--- src/rtl/ut16_pkg.sv ---
// ----------------------------------------------------------------------------
// ut16_pkg
// Beat types and constants for the UTF-8 to UTF-16 transcoder.
// ----------------------------------------------------------------------------
`default_nettype none

package ut16_pkg;

	localparam logic [20:0] REPL_CP     = 21'h00FFFD;
	localparam logic [20:0] UNICODE_MAX = 21'h10FFFF;
	localparam logic [20:0] MAX_1BYTE   = 21'h00007F;
	localparam logic [20:0] MAX_2BYTE   = 21'h0007FF;
	localparam logic [20:0] MAX_3BYTE   = 21'h00FFFF;
	localparam logic [20:0] SUPP_BASE   = 21'h010000;
	localparam logic [15:0] HI_SURR     = 16'hD800;
	localparam logic [15:0] LO_SURR     = 16'hDC00;
	localparam logic [5:0]  HI_SURR_TAG = 6'b110110;
	localparam logic [5:0]  LO_SURR_TAG = 6'b110111;
	localparam logic [1:0]  CONT_TAG    = 2'b10;

	typedef struct packed {
		logic [7:0] data_byte;
		logic       end_of_input;
	} in_beat_t;

	typedef struct packed {
		logic [15:0] code_unit;
		logic        run_last;
		logic        stream_end;
		logic        replaced;
	} out_beat_t;

	// decoded codepoint queued between front and back
	typedef struct packed {
		logic [20:0] cp;
		logic        stream_end;
		logic        replaced;
	} cp_entry_t;

endpackage

`default_nettype wire

--- src/rtl/ut16_front.sv ---
// ----------------------------------------------------------------------------
// ut16_front
// Byte decoder: tracks sequence state and pushes finished codepoints.
// ----------------------------------------------------------------------------
`default_nettype none

module ut16_front (
	input  wire logic                 clk,
	input  wire logic                 arst_n,
	input  wire logic                 in_valid,
	output logic                      in_ready,
	input  wire ut16_pkg::in_beat_t   in_data,
	input  wire logic                 q_full,
	output logic                      q_push,
	output ut16_pkg::cp_entry_t       q_wdata
);

	logic [20:0] codepoint_acc_q, codepoint_acc_d;
	logic [1:0]  bytes_remaining_q, bytes_remaining_d;
	logic [2:0]  sequence_length_q, sequence_length_d;
	logic [1:0]  discard_count_q, discard_count_d;
	logic        emit;
	logic        in_fire;
	logic [7:0]  b;
	logic [20:0] acc_sh;
	logic [2:0]  cp_len;
	logic        cp_bad;

	function automatic logic [2:0] len_of(input logic [20:0] cp);
		logic [2:0] l;
		if (cp <= ut16_pkg::MAX_1BYTE)      l = 3'd1;
		else if (cp <= ut16_pkg::MAX_2BYTE) l = 3'd2;
		else if (cp <= ut16_pkg::MAX_3BYTE) l = 3'd3;
		else                                l = 3'd4;
		return l;
	endfunction

	assign in_ready = ~q_full;
	assign in_fire  = in_valid & in_ready;
	assign q_push   = in_fire & emit;
	assign b        = in_data.data_byte;
	assign acc_sh   = {codepoint_acc_q[14:0], b[5:0]};
	assign cp_len   = len_of(acc_sh);
	assign cp_bad   = (acc_sh == 21'h00FFFE) || (acc_sh == 21'h00FFFF) ||
	                  (acc_sh >= 21'h00D800 && acc_sh <= 21'h00DFFF) ||
	                  (acc_sh > ut16_pkg::UNICODE_MAX) || (cp_len != sequence_length_q);

	always_comb begin
		codepoint_acc_d    = codepoint_acc_q;
		bytes_remaining_d  = bytes_remaining_q;
		sequence_length_d  = sequence_length_q;
		discard_count_d    = discard_count_q;
		emit               = 1'b0;
		q_wdata.cp         = ut16_pkg::REPL_CP;
		q_wdata.replaced   = 1'b1;
		q_wdata.stream_end = in_data.end_of_input;
		if (discard_count_q != 2'd0) begin
			discard_count_d = discard_count_q - 2'd1;
		end else if (bytes_remaining_q != 2'd0) begin
			if (b[7:6] != ut16_pkg::CONT_TAG) begin
				bytes_remaining_d = 2'd0;
				emit              = 1'b1;
			end else begin
				codepoint_acc_d   = acc_sh;
				bytes_remaining_d = bytes_remaining_q - 2'd1;
				if (bytes_remaining_q == 2'd1) begin
					emit = 1'b1;
					if (!cp_bad) begin
						q_wdata.cp       = acc_sh;
						q_wdata.replaced = 1'b0;
					end
				end else if (in_data.end_of_input) begin
					emit = 1'b1;
				end
			end
		end else begin
			unique casez (b)
				8'b0???????: begin
					emit             = 1'b1;
					q_wdata.cp       = {14'd0, b[6:0]};
					q_wdata.replaced = 1'b0;
				end
				8'b110?????: begin
					codepoint_acc_d   = {16'd0, b[4:0]};
					sequence_length_d = 3'd2;
					bytes_remaining_d = 2'd1;
					emit              = in_data.end_of_input;
				end
				8'b1110????: begin
					codepoint_acc_d   = {17'd0, b[3:0]};
					sequence_length_d = 3'd3;
					bytes_remaining_d = 2'd2;
					emit              = in_data.end_of_input;
				end
				8'b11110???: begin
					codepoint_acc_d   = {18'd0, b[2:0]};
					sequence_length_d = 3'd4;
					bytes_remaining_d = 2'd3;
					emit              = in_data.end_of_input;
				end
				default: begin
					discard_count_d = 2'd3;
					emit            = 1'b1;
				end
			endcase
		end
		if (in_data.end_of_input) begin
			codepoint_acc_d   = '0;
			bytes_remaining_d = '0;
			sequence_length_d = '0;
			discard_count_d   = '0;
		end
	end

	always_ff @(posedge clk or negedge arst_n) begin
		if (!arst_n) begin
			codepoint_acc_q   <= '0;
			bytes_remaining_q <= '0;
			sequence_length_q <= '0;
			discard_count_q   <= '0;
		end else if (in_fire) begin
			codepoint_acc_q   <= codepoint_acc_d;
			bytes_remaining_q <= bytes_remaining_d;
			sequence_length_q <= sequence_length_d;
			discard_count_q   <= discard_count_d;
		end
	end

endmodule

`default_nettype wire

--- src/rtl/ut16_fifo.sv ---
// ----------------------------------------------------------------------------
// ut16_fifo
// Small first-word-fall-through queue of decoded codepoints.
// ----------------------------------------------------------------------------
`default_nettype none

module ut16_fifo #(
	parameter int DEPTH = 4
) (
	input  wire logic                 clk,
	input  wire logic                 arst_n,
	input  wire logic                 push,
	input  wire ut16_pkg::cp_entry_t  wdata,
	output logic                      full,
	input  wire logic                 pop,
	output logic                      rvalid,
	output ut16_pkg::cp_entry_t       rdata
);

	localparam int AW = (DEPTH > 1) ? $clog2(DEPTH) : 1;
	localparam int CW = $clog2(DEPTH + 1);
	localparam logic [AW-1:0] LAST = AW'(DEPTH - 1);
	localparam logic [CW-1:0] FULL_CNT = CW'(DEPTH);

	ut16_pkg::cp_entry_t mem_q [DEPTH];
	logic [AW-1:0] wr_ptr_q, rd_ptr_q;
	logic [CW-1:0] count_q;
	logic          do_push, do_pop;

	assign full    = (count_q == FULL_CNT);
	assign rvalid  = (count_q != '0);
	assign rdata   = mem_q[rd_ptr_q];
	assign do_push = push & ~full;
	assign do_pop  = pop & rvalid;

	always_ff @(posedge clk) begin
		if (do_push) begin
			mem_q[wr_ptr_q] <= wdata;
		end
	end

	always_ff @(posedge clk or negedge arst_n) begin
		if (!arst_n) begin
			wr_ptr_q <= '0;
			rd_ptr_q <= '0;
			count_q  <= '0;
		end else begin
			if (do_push) begin
				wr_ptr_q <= (wr_ptr_q == LAST) ? '0 : wr_ptr_q + AW'(1);
			end
			if (do_pop) begin
				rd_ptr_q <= (rd_ptr_q == LAST) ? '0 : rd_ptr_q + AW'(1);
			end
			if (do_push && !do_pop) begin
				count_q <= count_q + CW'(1);
			end else if (do_pop && !do_push) begin
				count_q <= count_q - CW'(1);
			end
		end
	end

endmodule

`default_nettype wire

--- src/rtl/ut16_back.sv ---
// ----------------------------------------------------------------------------
// ut16_back
// Encoder: turns queued codepoints into UTF-16 units behind an output register.
// ----------------------------------------------------------------------------
`default_nettype none

module ut16_back (
	input  wire logic                 clk,
	input  wire logic                 arst_n,
	input  wire logic                 q_valid,
	input  wire ut16_pkg::cp_entry_t  q_rdata,
	output logic                      q_pop,
	output logic                      out_valid,
	input  wire logic                 out_ready,
	output ut16_pkg::out_beat_t       out_data
);

	logic                low_pend_q;
	logic                out_valid_q;
	ut16_pkg::out_beat_t out_data_q;
	logic                load;
	logic                is_pair;
	logic [20:0]         v;

	assign load      = ~out_valid_q | out_ready;
	assign is_pair   = (q_rdata.cp > ut16_pkg::REPL_CP);
	assign v         = q_rdata.cp - ut16_pkg::SUPP_BASE;
	assign q_pop     = load & q_valid & (low_pend_q | ~is_pair);
	assign out_valid = out_valid_q;
	assign out_data  = out_data_q;

	always_ff @(posedge clk or negedge arst_n) begin
		if (!arst_n) begin
			low_pend_q  <= 1'b0;
			out_valid_q <= 1'b0;
		end else if (load) begin
			out_valid_q <= q_valid;
			if (q_valid) begin
				low_pend_q <= ~low_pend_q & is_pair;
			end
		end
	end

	always_ff @(posedge clk) begin
		if (load && q_valid) begin
			out_data_q.stream_end <= q_rdata.stream_end;
			out_data_q.replaced   <= q_rdata.replaced;
			if (low_pend_q) begin
				out_data_q.code_unit <= ut16_pkg::LO_SURR | {6'd0, v[9:0]};
				out_data_q.run_last  <= 1'b1;
			end else if (is_pair) begin
				out_data_q.code_unit <= ut16_pkg::HI_SURR | {6'd0, v[19:10]};
				out_data_q.run_last  <= 1'b0;
			end else begin
				out_data_q.code_unit <= q_rdata.cp[15:0];
				out_data_q.run_last  <= 1'b1;
			end
		end
	end

endmodule

`default_nettype wire

--- src/rtl/utf8_to_utf16_transcoder.sv ---
// Path: a decoded codepoint is written into the queue, then loaded into the output register.
// Throughput: one byte per cycle while the queue is not full; a surrogate pair holds the output
// for both its units, during which the codepoint queue absorbs further input.
// Bytes that give no unit (continuations, dropped bytes) take no queue slot.
// Reset: clears decode state, queue pointers and output valid; no clearing pass.
// ----------------------------------------------------------------------------
// utf8_to_utf16_transcoder
// UTF-8 byte stream in, UTF-16 code units out, invalid input mapped to U+FFFD.
// ----------------------------------------------------------------------------
`default_nettype none

module utf8_to_utf16_transcoder #(
	parameter int QUEUE_DEPTH = 4
) (
	input  wire logic                 clk,
	input  wire logic                 arst_n,
	input  wire logic                 in_valid,
	output logic                      in_ready,
	input  wire ut16_pkg::in_beat_t   in_data,
	output logic                      out_valid,
	input  wire logic                 out_ready,
	output ut16_pkg::out_beat_t       out_data
);

	logic                q_full, q_push, q_pop, q_valid;
	ut16_pkg::cp_entry_t q_wdata, q_rdata;

	ut16_front u_front (
		.clk      (clk),
		.arst_n   (arst_n),
		.in_valid (in_valid),
		.in_ready (in_ready),
		.in_data  (in_data),
		.q_full   (q_full),
		.q_push   (q_push),
		.q_wdata  (q_wdata)
	);

	ut16_fifo #(
		.DEPTH (QUEUE_DEPTH)
	) u_fifo (
		.clk    (clk),
		.arst_n (arst_n),
		.push   (q_push),
		.wdata  (q_wdata),
		.full   (q_full),
		.pop    (q_pop),
		.rvalid (q_valid),
		.rdata  (q_rdata)
	);

	ut16_back u_back (
		.clk       (clk),
		.arst_n    (arst_n),
		.q_valid   (q_valid),
		.q_rdata   (q_rdata),
		.q_pop     (q_pop),
		.out_valid (out_valid),
		.out_ready (out_ready),
		.out_data  (out_data)
	);

endmodule

`default_nettype wire

--- config.mk ---
export PLATFORM = sky130hd
export DESIGN_NAME = utf8_to_utf16_transcoder
export DESIGN_NICKNAME = d
export VERILOG_FILES = /design/src/rtl/ut16_pkg.sv /design/src/rtl/ut16_front.sv /design/src/rtl/ut16_fifo.sv /design/src/rtl/ut16_back.sv /design/src/rtl/utf8_to_utf16_transcoder.sv
export SDC_FILE = /design/constraint.sdc
export NUM_CORES = 1
export LEC_CHECK = 0
export BUFFER_PORTS_ARGS = -buffer_cell sky130_fd_sc_hd__buf_2
export CORE_ASPECT_RATIO = 1.25
export CORE_MARGIN = 1.5
export CORE_UTILIZATION = 55
export DETAILED_ROUTE_END_ITERATION = 8
export GPL_TIMING_DRIVEN = 0
export PLACE_DENSITY_LB_ADDON = 0.1
export SYNTH_ARGS = -nofsm -noshare
export SYNTH_HDL_FRONTEND = slang
export SYNTH_SLANG_ARGS = --single-unit
export TNS_END_PERCENT = 5
--- constraint.sdc ---
create_clock -name clk -period 4.4 [get_ports clk]
set_input_delay 0.22 -clock clk [delete_from_list [all_inputs] [get_ports clk]]
set_output_delay 0.22 -clock clk [all_outputs]
set_load 0.03 [all_outputs]
# Word-level counts from Yosys, hierarchy flattened
# Memories as Yosys holds them, arrays and structs flattened.
# Cells that the tools add are included.
dict set report totals {
  regBits 50
  ram_bits 92
  output_inout_bits 21
  n_memories 1
}
dict set report classes {
  add_sub_neg 7
  magnitude_cmp 7
  n_eq_ne 16
  muxes 47
  n_bitwise 14
  reduce_logical 24
}
# memory words width read_ports rd_clocked_by_memory_dff write_ports line_no
set memory_table {}
lappend memory_table {u_fifo.mem_q 4 23 1 0 1 ut16_fifo.sv:25} ;# ut16_pkg::cp_entry_t mem_q [DEPTH];
# cell n
set op_table {}
lappend op_table {{$mux W21} 5}
lappend op_table {{$mux W15} 4}
lappend op_table {{$pmux W15 S3} 1}
lappend op_table {{$eq A21 B16 Y1 const B} 2}
lappend op_table {{$le A21 B16 Y1 const B} 2}
lappend op_table {{$mux W3} 8}
lappend op_table {{$ge A21 B16 Y1 const B} 1}
lappend op_table {{$gt A21 B16 Y1 const B} 1}
lappend op_table {{$gt A21 B21 Y1 const B} 1}
lappend op_table {{$le A21 B11 Y1 const B} 1}
lappend op_table {{$le A21 B7 Y1 const B} 1}
lappend op_table {{$mux W2} 10}
lappend op_table {{$sub A20 B17 Y20 const B} 1}
lappend op_table {{$mux W16} 1}
lappend op_table {{$mux W1} 14}
lappend op_table {{$mux W12} 1}
lappend op_table {{$mux W11} 1}
lappend op_table {{$pmux W3 S3} 1}
lappend op_table {{$reduce_and A4 Y1} 2}
lappend op_table {{$and A1 B1 Y1} 7}
lappend op_table {{$eq A3 B3 Y1 const B} 2}
lappend op_table {{$ne A2 B2 Y1 const B} 3}
lappend op_table {{$pmux W2 S3} 1}
lappend op_table {{$reduce_and A3 Y1} 2}
lappend op_table {{other kinds (25)} 42}

# Logic depth before layout (Yosys ltp)
dict set report depth {
  word_depth 11
  mapped_depth 15
  mapped_depth_nobuf 12
}

# Modules after synthesis
# Synthesis repeated with hierarchy kept, for this count alone.
dict set report unflattened {
  hier_cells 406
  hier_area_um2 6377.4
}
# mod n_inst cells_each area_each_um2 seq_area_each_um2
set by_module_without_submodules {}
lappend by_module_without_submodules {ut16_fifo 1 158 3829.9 2937.8}
lappend by_module_without_submodules {ut16_front 1 174 1544.0 550.5}
lappend by_module_without_submodules {ut16_back 1 74 1003.5 620.6}

# Worst setup path before layout
# Ideal clock, no wire load.
dict set report synth_timing {
  path_kind {register to register}
  from {reg u_fifo.rd_ptr_q[0]}
  to {reg u_fifo.count_q[1]}
  setup_time_ps 125
  arrival_ps 3043
  setup_slack_ps 1233
  stages_incl_launch_ff 14
  n_path_buf 3
  path_cell_list {dfrtp_1 buf_6 buf_12 buf_12 mux4_2 inv_1 ha_1 nand4b_1 o22ai_4 o21ai_4 ha_1 inv_1 fa_1 mux2_2}
}
dict set report synth_between {
  elab_chain_len 9
  word_cells_on_any_way 11
  classes_between {order compare: 1; mux: 1; bitwise: 4; reduce/logical: 4; memory: 1}
}
# element line_no
set synth_lines {}
lappend synth_lines {{from (decl)} ut16_fifo.sv:26} ;# logic [AW-1:0] wr_ptr_q, rd_ptr_q;
lappend synth_lines {{from (signal assigned)} ut16_fifo.sv:52} ;# rd_ptr_q <= (rd_ptr_q == LAST) ? '0 : rd_ptr_q + AW'(1);
lappend synth_lines {{$mem_v2 Z4 W23 *} -}
lappend synth_lines {{$gt A21 B16 Y1 *} ut16_back.sv:26} ;# assign is_pair = (q_rdata.cp > ut16_pkg::REPL_CP);
lappend synth_lines {{$not A1 Y1 *} ut16_back.sv:28} ;# assign q_pop = load & q_valid & (low_pend_q | ~is_pair);
lappend synth_lines {{$or A1 B1 Y1 *} ut16_back.sv:28}
lappend synth_lines {{$and A1 B1 Y1 *} ut16_back.sv:28}
lappend synth_lines {{$and A1 B1 Y1 *} ut16_fifo.sv:34} ;# assign do_pop = pop & rvalid;
lappend synth_lines {{$logic_not A1 Y1} ut16_fifo.sv:54} ;# if (do_push && !do_pop) begin
lappend synth_lines {{$logic_and A1 B1 Y1} ut16_fifo.sv:54}
lappend synth_lines {{$mux W3 or $reduce_bool A2 Y1 (tied branches)} -}
lappend synth_lines {{to (signal assigned)} ut16_fifo.sv:55} ;# count_q <= count_q + CW'(1);
lappend synth_lines {{to (signal assigned)} ut16_fifo.sv:57} ;# count_q <= count_q - CW'(1);
lappend synth_lines {{to (decl)} ut16_fifo.sv:27} ;# logic [CW-1:0] count_q;
# Every way passes the cells marked *; elsewhere a longest branch is shown, timed or not.
# A chain may end at the register's enable or synchronous reset.

# Final worst setup path
dict set report layout_timing {
  from {reg u_fifo.rd_ptr_q[0]}
  to {reg u_fifo.count_q[2]}
}
# Same word-level chain as after synthesis.

==> impl_metrics.yaml <==
run_status:
  status: "finished with violations"
  failed_checks: "DRC"
clocking:
  root_buffer: "clkbuf_16"
  clkTransAtPathRegs_ps: 50
  cts-buffers-inserted: 17
  cts_tree: "built"
  htree_levels: 4
  clock-sinks: 142
  clk_latency_ps: 410
  clockBufferDepth: 2
timing:
  maxSlewViolCount: 0
  setup_viol: 0
  min_period_over_period_pct: 80.29
  rsz0062_at_grt: "false"
  timing_worst_slew_pin_value_ps: 1243
  fin_skew_ps: 7.844
  hold_viol: 0
  tns_ps: 0
  relSlewSlack_pct: 17.10
  fin_crit_ps: 3533
  fmax_ghz: 0.2831
synth:
  postSynthCellCount: 416
  synth_ff_type: "edfxtp_1"
  synth_top_area_share_pct: 52.86
  ys_warn_count: 0
  synth_edf_count: 111
  synth.top_cells.by_area: "edfxtp_1 (53%), dfrtp_1 (12%), mux4_1 (7.1%)"
  yosysSeqAreaShare_pct: 65.16
  synth-seq-cells: 142
  async_flop_share_pct: 21.83
  synthesis.area_um2: 6306
  syn_nets: 441
  yosysTopAreaCell: "edfxtp_1"
  ys_types: 53
  avgSynthCellArea_um2: 15.16
die:
  row_count: 43
  die-area_um2: 12120
  die_h_um: 122.7
  coreArea_um2: 11140
  pin_count: 34
  initial_core_util_pct: 56.62
  die_w_um: 98.77
cells_and_area:
  antenna_cells: 0
  nets: 494
  multiInputGateArea_um2: 1973
  areaGrowthSynthToFinish_pct: 14.13
  final.fill_count: 793
  layout_commonest_cell: "edfxtp_1"
  fin_cells: 617
  seq_area_um2: 4109
  drive_gt1_share_pct: 20.33
  final_cell_mix: "edfxtp_1 (111), o21ai_0 (36), buf_2 (35)"
placement:
  dp_hpwl_um: 7944
  port_buffers: 32
  dp.cells: 584
  gp_congestion: 0.8696
hold_path:
  min_path_type: "input port to register"
power_and_ir_drop:
  p_sw_share_pct: 33.87
  powerDensity_nw_per_um2: 736.5
  p_seq_share_pct: 39.2
  ir_drop_uv: 335.6
  p_leak_nw: 2.627
  intPower_w: 0.003505
  clkPwrFrac_pct: 24.1
  p_sw_w: 0.001795
  comb_power_share_pct: 36.7
global_routing:
  gr-usage-all-layers_pct: 21.15
  grt_start_max_net_pins: 32
  overflow: 0
  grt_pass1_wl_um: 18880
  grt_pass1_vias: 3739
  antenna_found_initial: 0
job:
  max-cap-violations: 0
critical_path:
  cpPeakStageDelay_ps: 490
  path_cells: "buf_6 > buf_12 > buf_12 > mux4_1 > o211ai_1 > nor4_1 > o22ai_4 > o21ai_4 > ha_1 > inv_1 > fa_1 > xor2_1 > nor2_1 > xor2_1"
  worst_path_max_delay_cell: "nor4_1"
  crit_required_ps: 4730
  cp_max_fo: 10
  cp-start-kind: "register"
  path_class: "register to register"
  endpoint_kind: "register"
  worstPathArrival_ps: 3860
drt:
  dr.pass1.iters: 7
  antenna_left: 0
  vias: 3596
  drt_iter0_drc: 257
  viasPerCell: 5.828
  post_drt_wl_per_cell_um: 19.08
  drc: 7
  wl_um: 11770
[area by class of cell]
cell class	instances	area share, %
plain buffers	18	1.599
clock buffers	19	6.015
clock inverters	13	1.391
inverters	30	1.565
multi-input cells	226	27.42
flip-flops and latches	142	57.09
well taps	135	2.347
repair buffers	34	2.573
[layer usage]
metal  wire [µm]  vias to the layer above  track usage, %
met5           0                        -               0
met4         231                        0           9.464
met3         438                       20           5.068
met2        6140                       83           35.99
met1        4963                     1800           25.83
li1            -                     1693               -
[sequential cells by signal, indices dropped and copies added (netlist names)]
signal and count:
u_front.bytes_remaining_q 2, u_front.sequence_length_q 3, u_fifo.rd_ptr_q 2, u_back.low_pend_q 1
u_front.codepoint_acc_q 15, u_back.out_data 19, u_fifo.mem_q 92, u_front.discard_count_q 2
u_back.out_valid 1, u_fifo.wr_ptr_q 2, u_fifo.count_q 3
[worst max-delay path: cells and delay by family, from the launching register on]
kind	cells	cell delay (ps)
DFF	1	400
and+or+nand+nor	2	600
adders and majority gates	2	600
muxes	1	420
buffers and inverters	4	530
AOI/OAI and AO/OA	3	580
xor gates and xnor gates	2	310
[final timing paths]
kind / from / depth (start not counted) / slack, ps / endpoint
min in group asynchronous: arst_n / 2 / 430 / u_back.low_pend_q$_DFFE_PN0P_
worst min-delay path: out_ready / 2 / 30 / u_back.out_valid$_DFFE_PN0N_
worst max-delay path: u_fifo.rd_ptr_q[0]$_DFFE_PN0P_ / 14 / 870 / u_fifo.count_q[2]$_DFFE_PN0P_
worst min register to register: u_front.discard_count_q[1]$_DFFE_PN0P_ / 2 / 480 / u_front.discard_count_q[1]$_DFFE_PN0P_
max in group asynchronous: arst_n / 2 / 3470 / u_front.codepoint_acc_q[1]$_DFFE_PN0P_
worst max register to register: u_fifo.rd_ptr_q[0]$_DFFE_PN0P_ / 14 / 870 / u_fifo.count_q[2]$_DFFE_PN0P_
[synthesized netlist by cell type, types with 3 or more instances]
cell        n
edfxtp_1  111
o21ai_0    36
dfrtp_1    31
inv_1      30
nand2_1    22
nand3_1    21
mux4_1     17
nor2_1     16
ha_1       11
mux2_4     11
and2_1     10
clkbuf_1   10
nand4_1     8
nor3_1      7
mux4_2      6
nand2b_1    6
or2_2       5
a21oi_1     4
o31ai_1     4
xor2_1      4
buf_2       3
nor4_1      3
or4_1       3
[power by group through the flow]
stage	clock, W	combinational [W]	sequential, W
global placement	0	0.00188	0.00209
floorplan	0	0.00133	0.00222
detailed placement	0	0.00195	0.00210
global route	0.00135	0.00214	0.00211
CTS	0.00130	0.00196	0.00208
finish	0.00128	0.00194	0.00208
[stage by stage]
step | worst slack [ps] | cell area (µm²) | util [%] | total power [W] | hold WS [ps]
detailed placement | 881.8 | 6654 | 59.75 | 0.004052 | 337.4
global placement | 899.9 | 6635 | 59.58 | 0.003974 | 329.1
CTS | 849.9 | 7197 | 64.62 | 0.005331 | 16.24
global route | 721.4 | 7197 | 64.62 | 0.005601 | 25.18
floorplan | 1233 | 6306 | - | 0.003551 | -75.59
finish | 867.3 | 7197 | 64.62 | 0.005301 | 33.69
[repair_timing]
action,in CTS,in global routing
hold buffers,1,0
buffers inserted,0,0
resized for setup,0,0
hold endpoints to repair,31,0
[kinds of logic after synthesis]
kind of cell	Yosys count	share of synthesized area [%]
simple gates	111	9.484
mux	37	12.36
buf+inv	48	3.611
compound gates	60	6.052
xor+xnor	6	0.8333
flops	142	65.16
fa+ha+maj	12	2.500
Power figures use the tool's default switching activity.
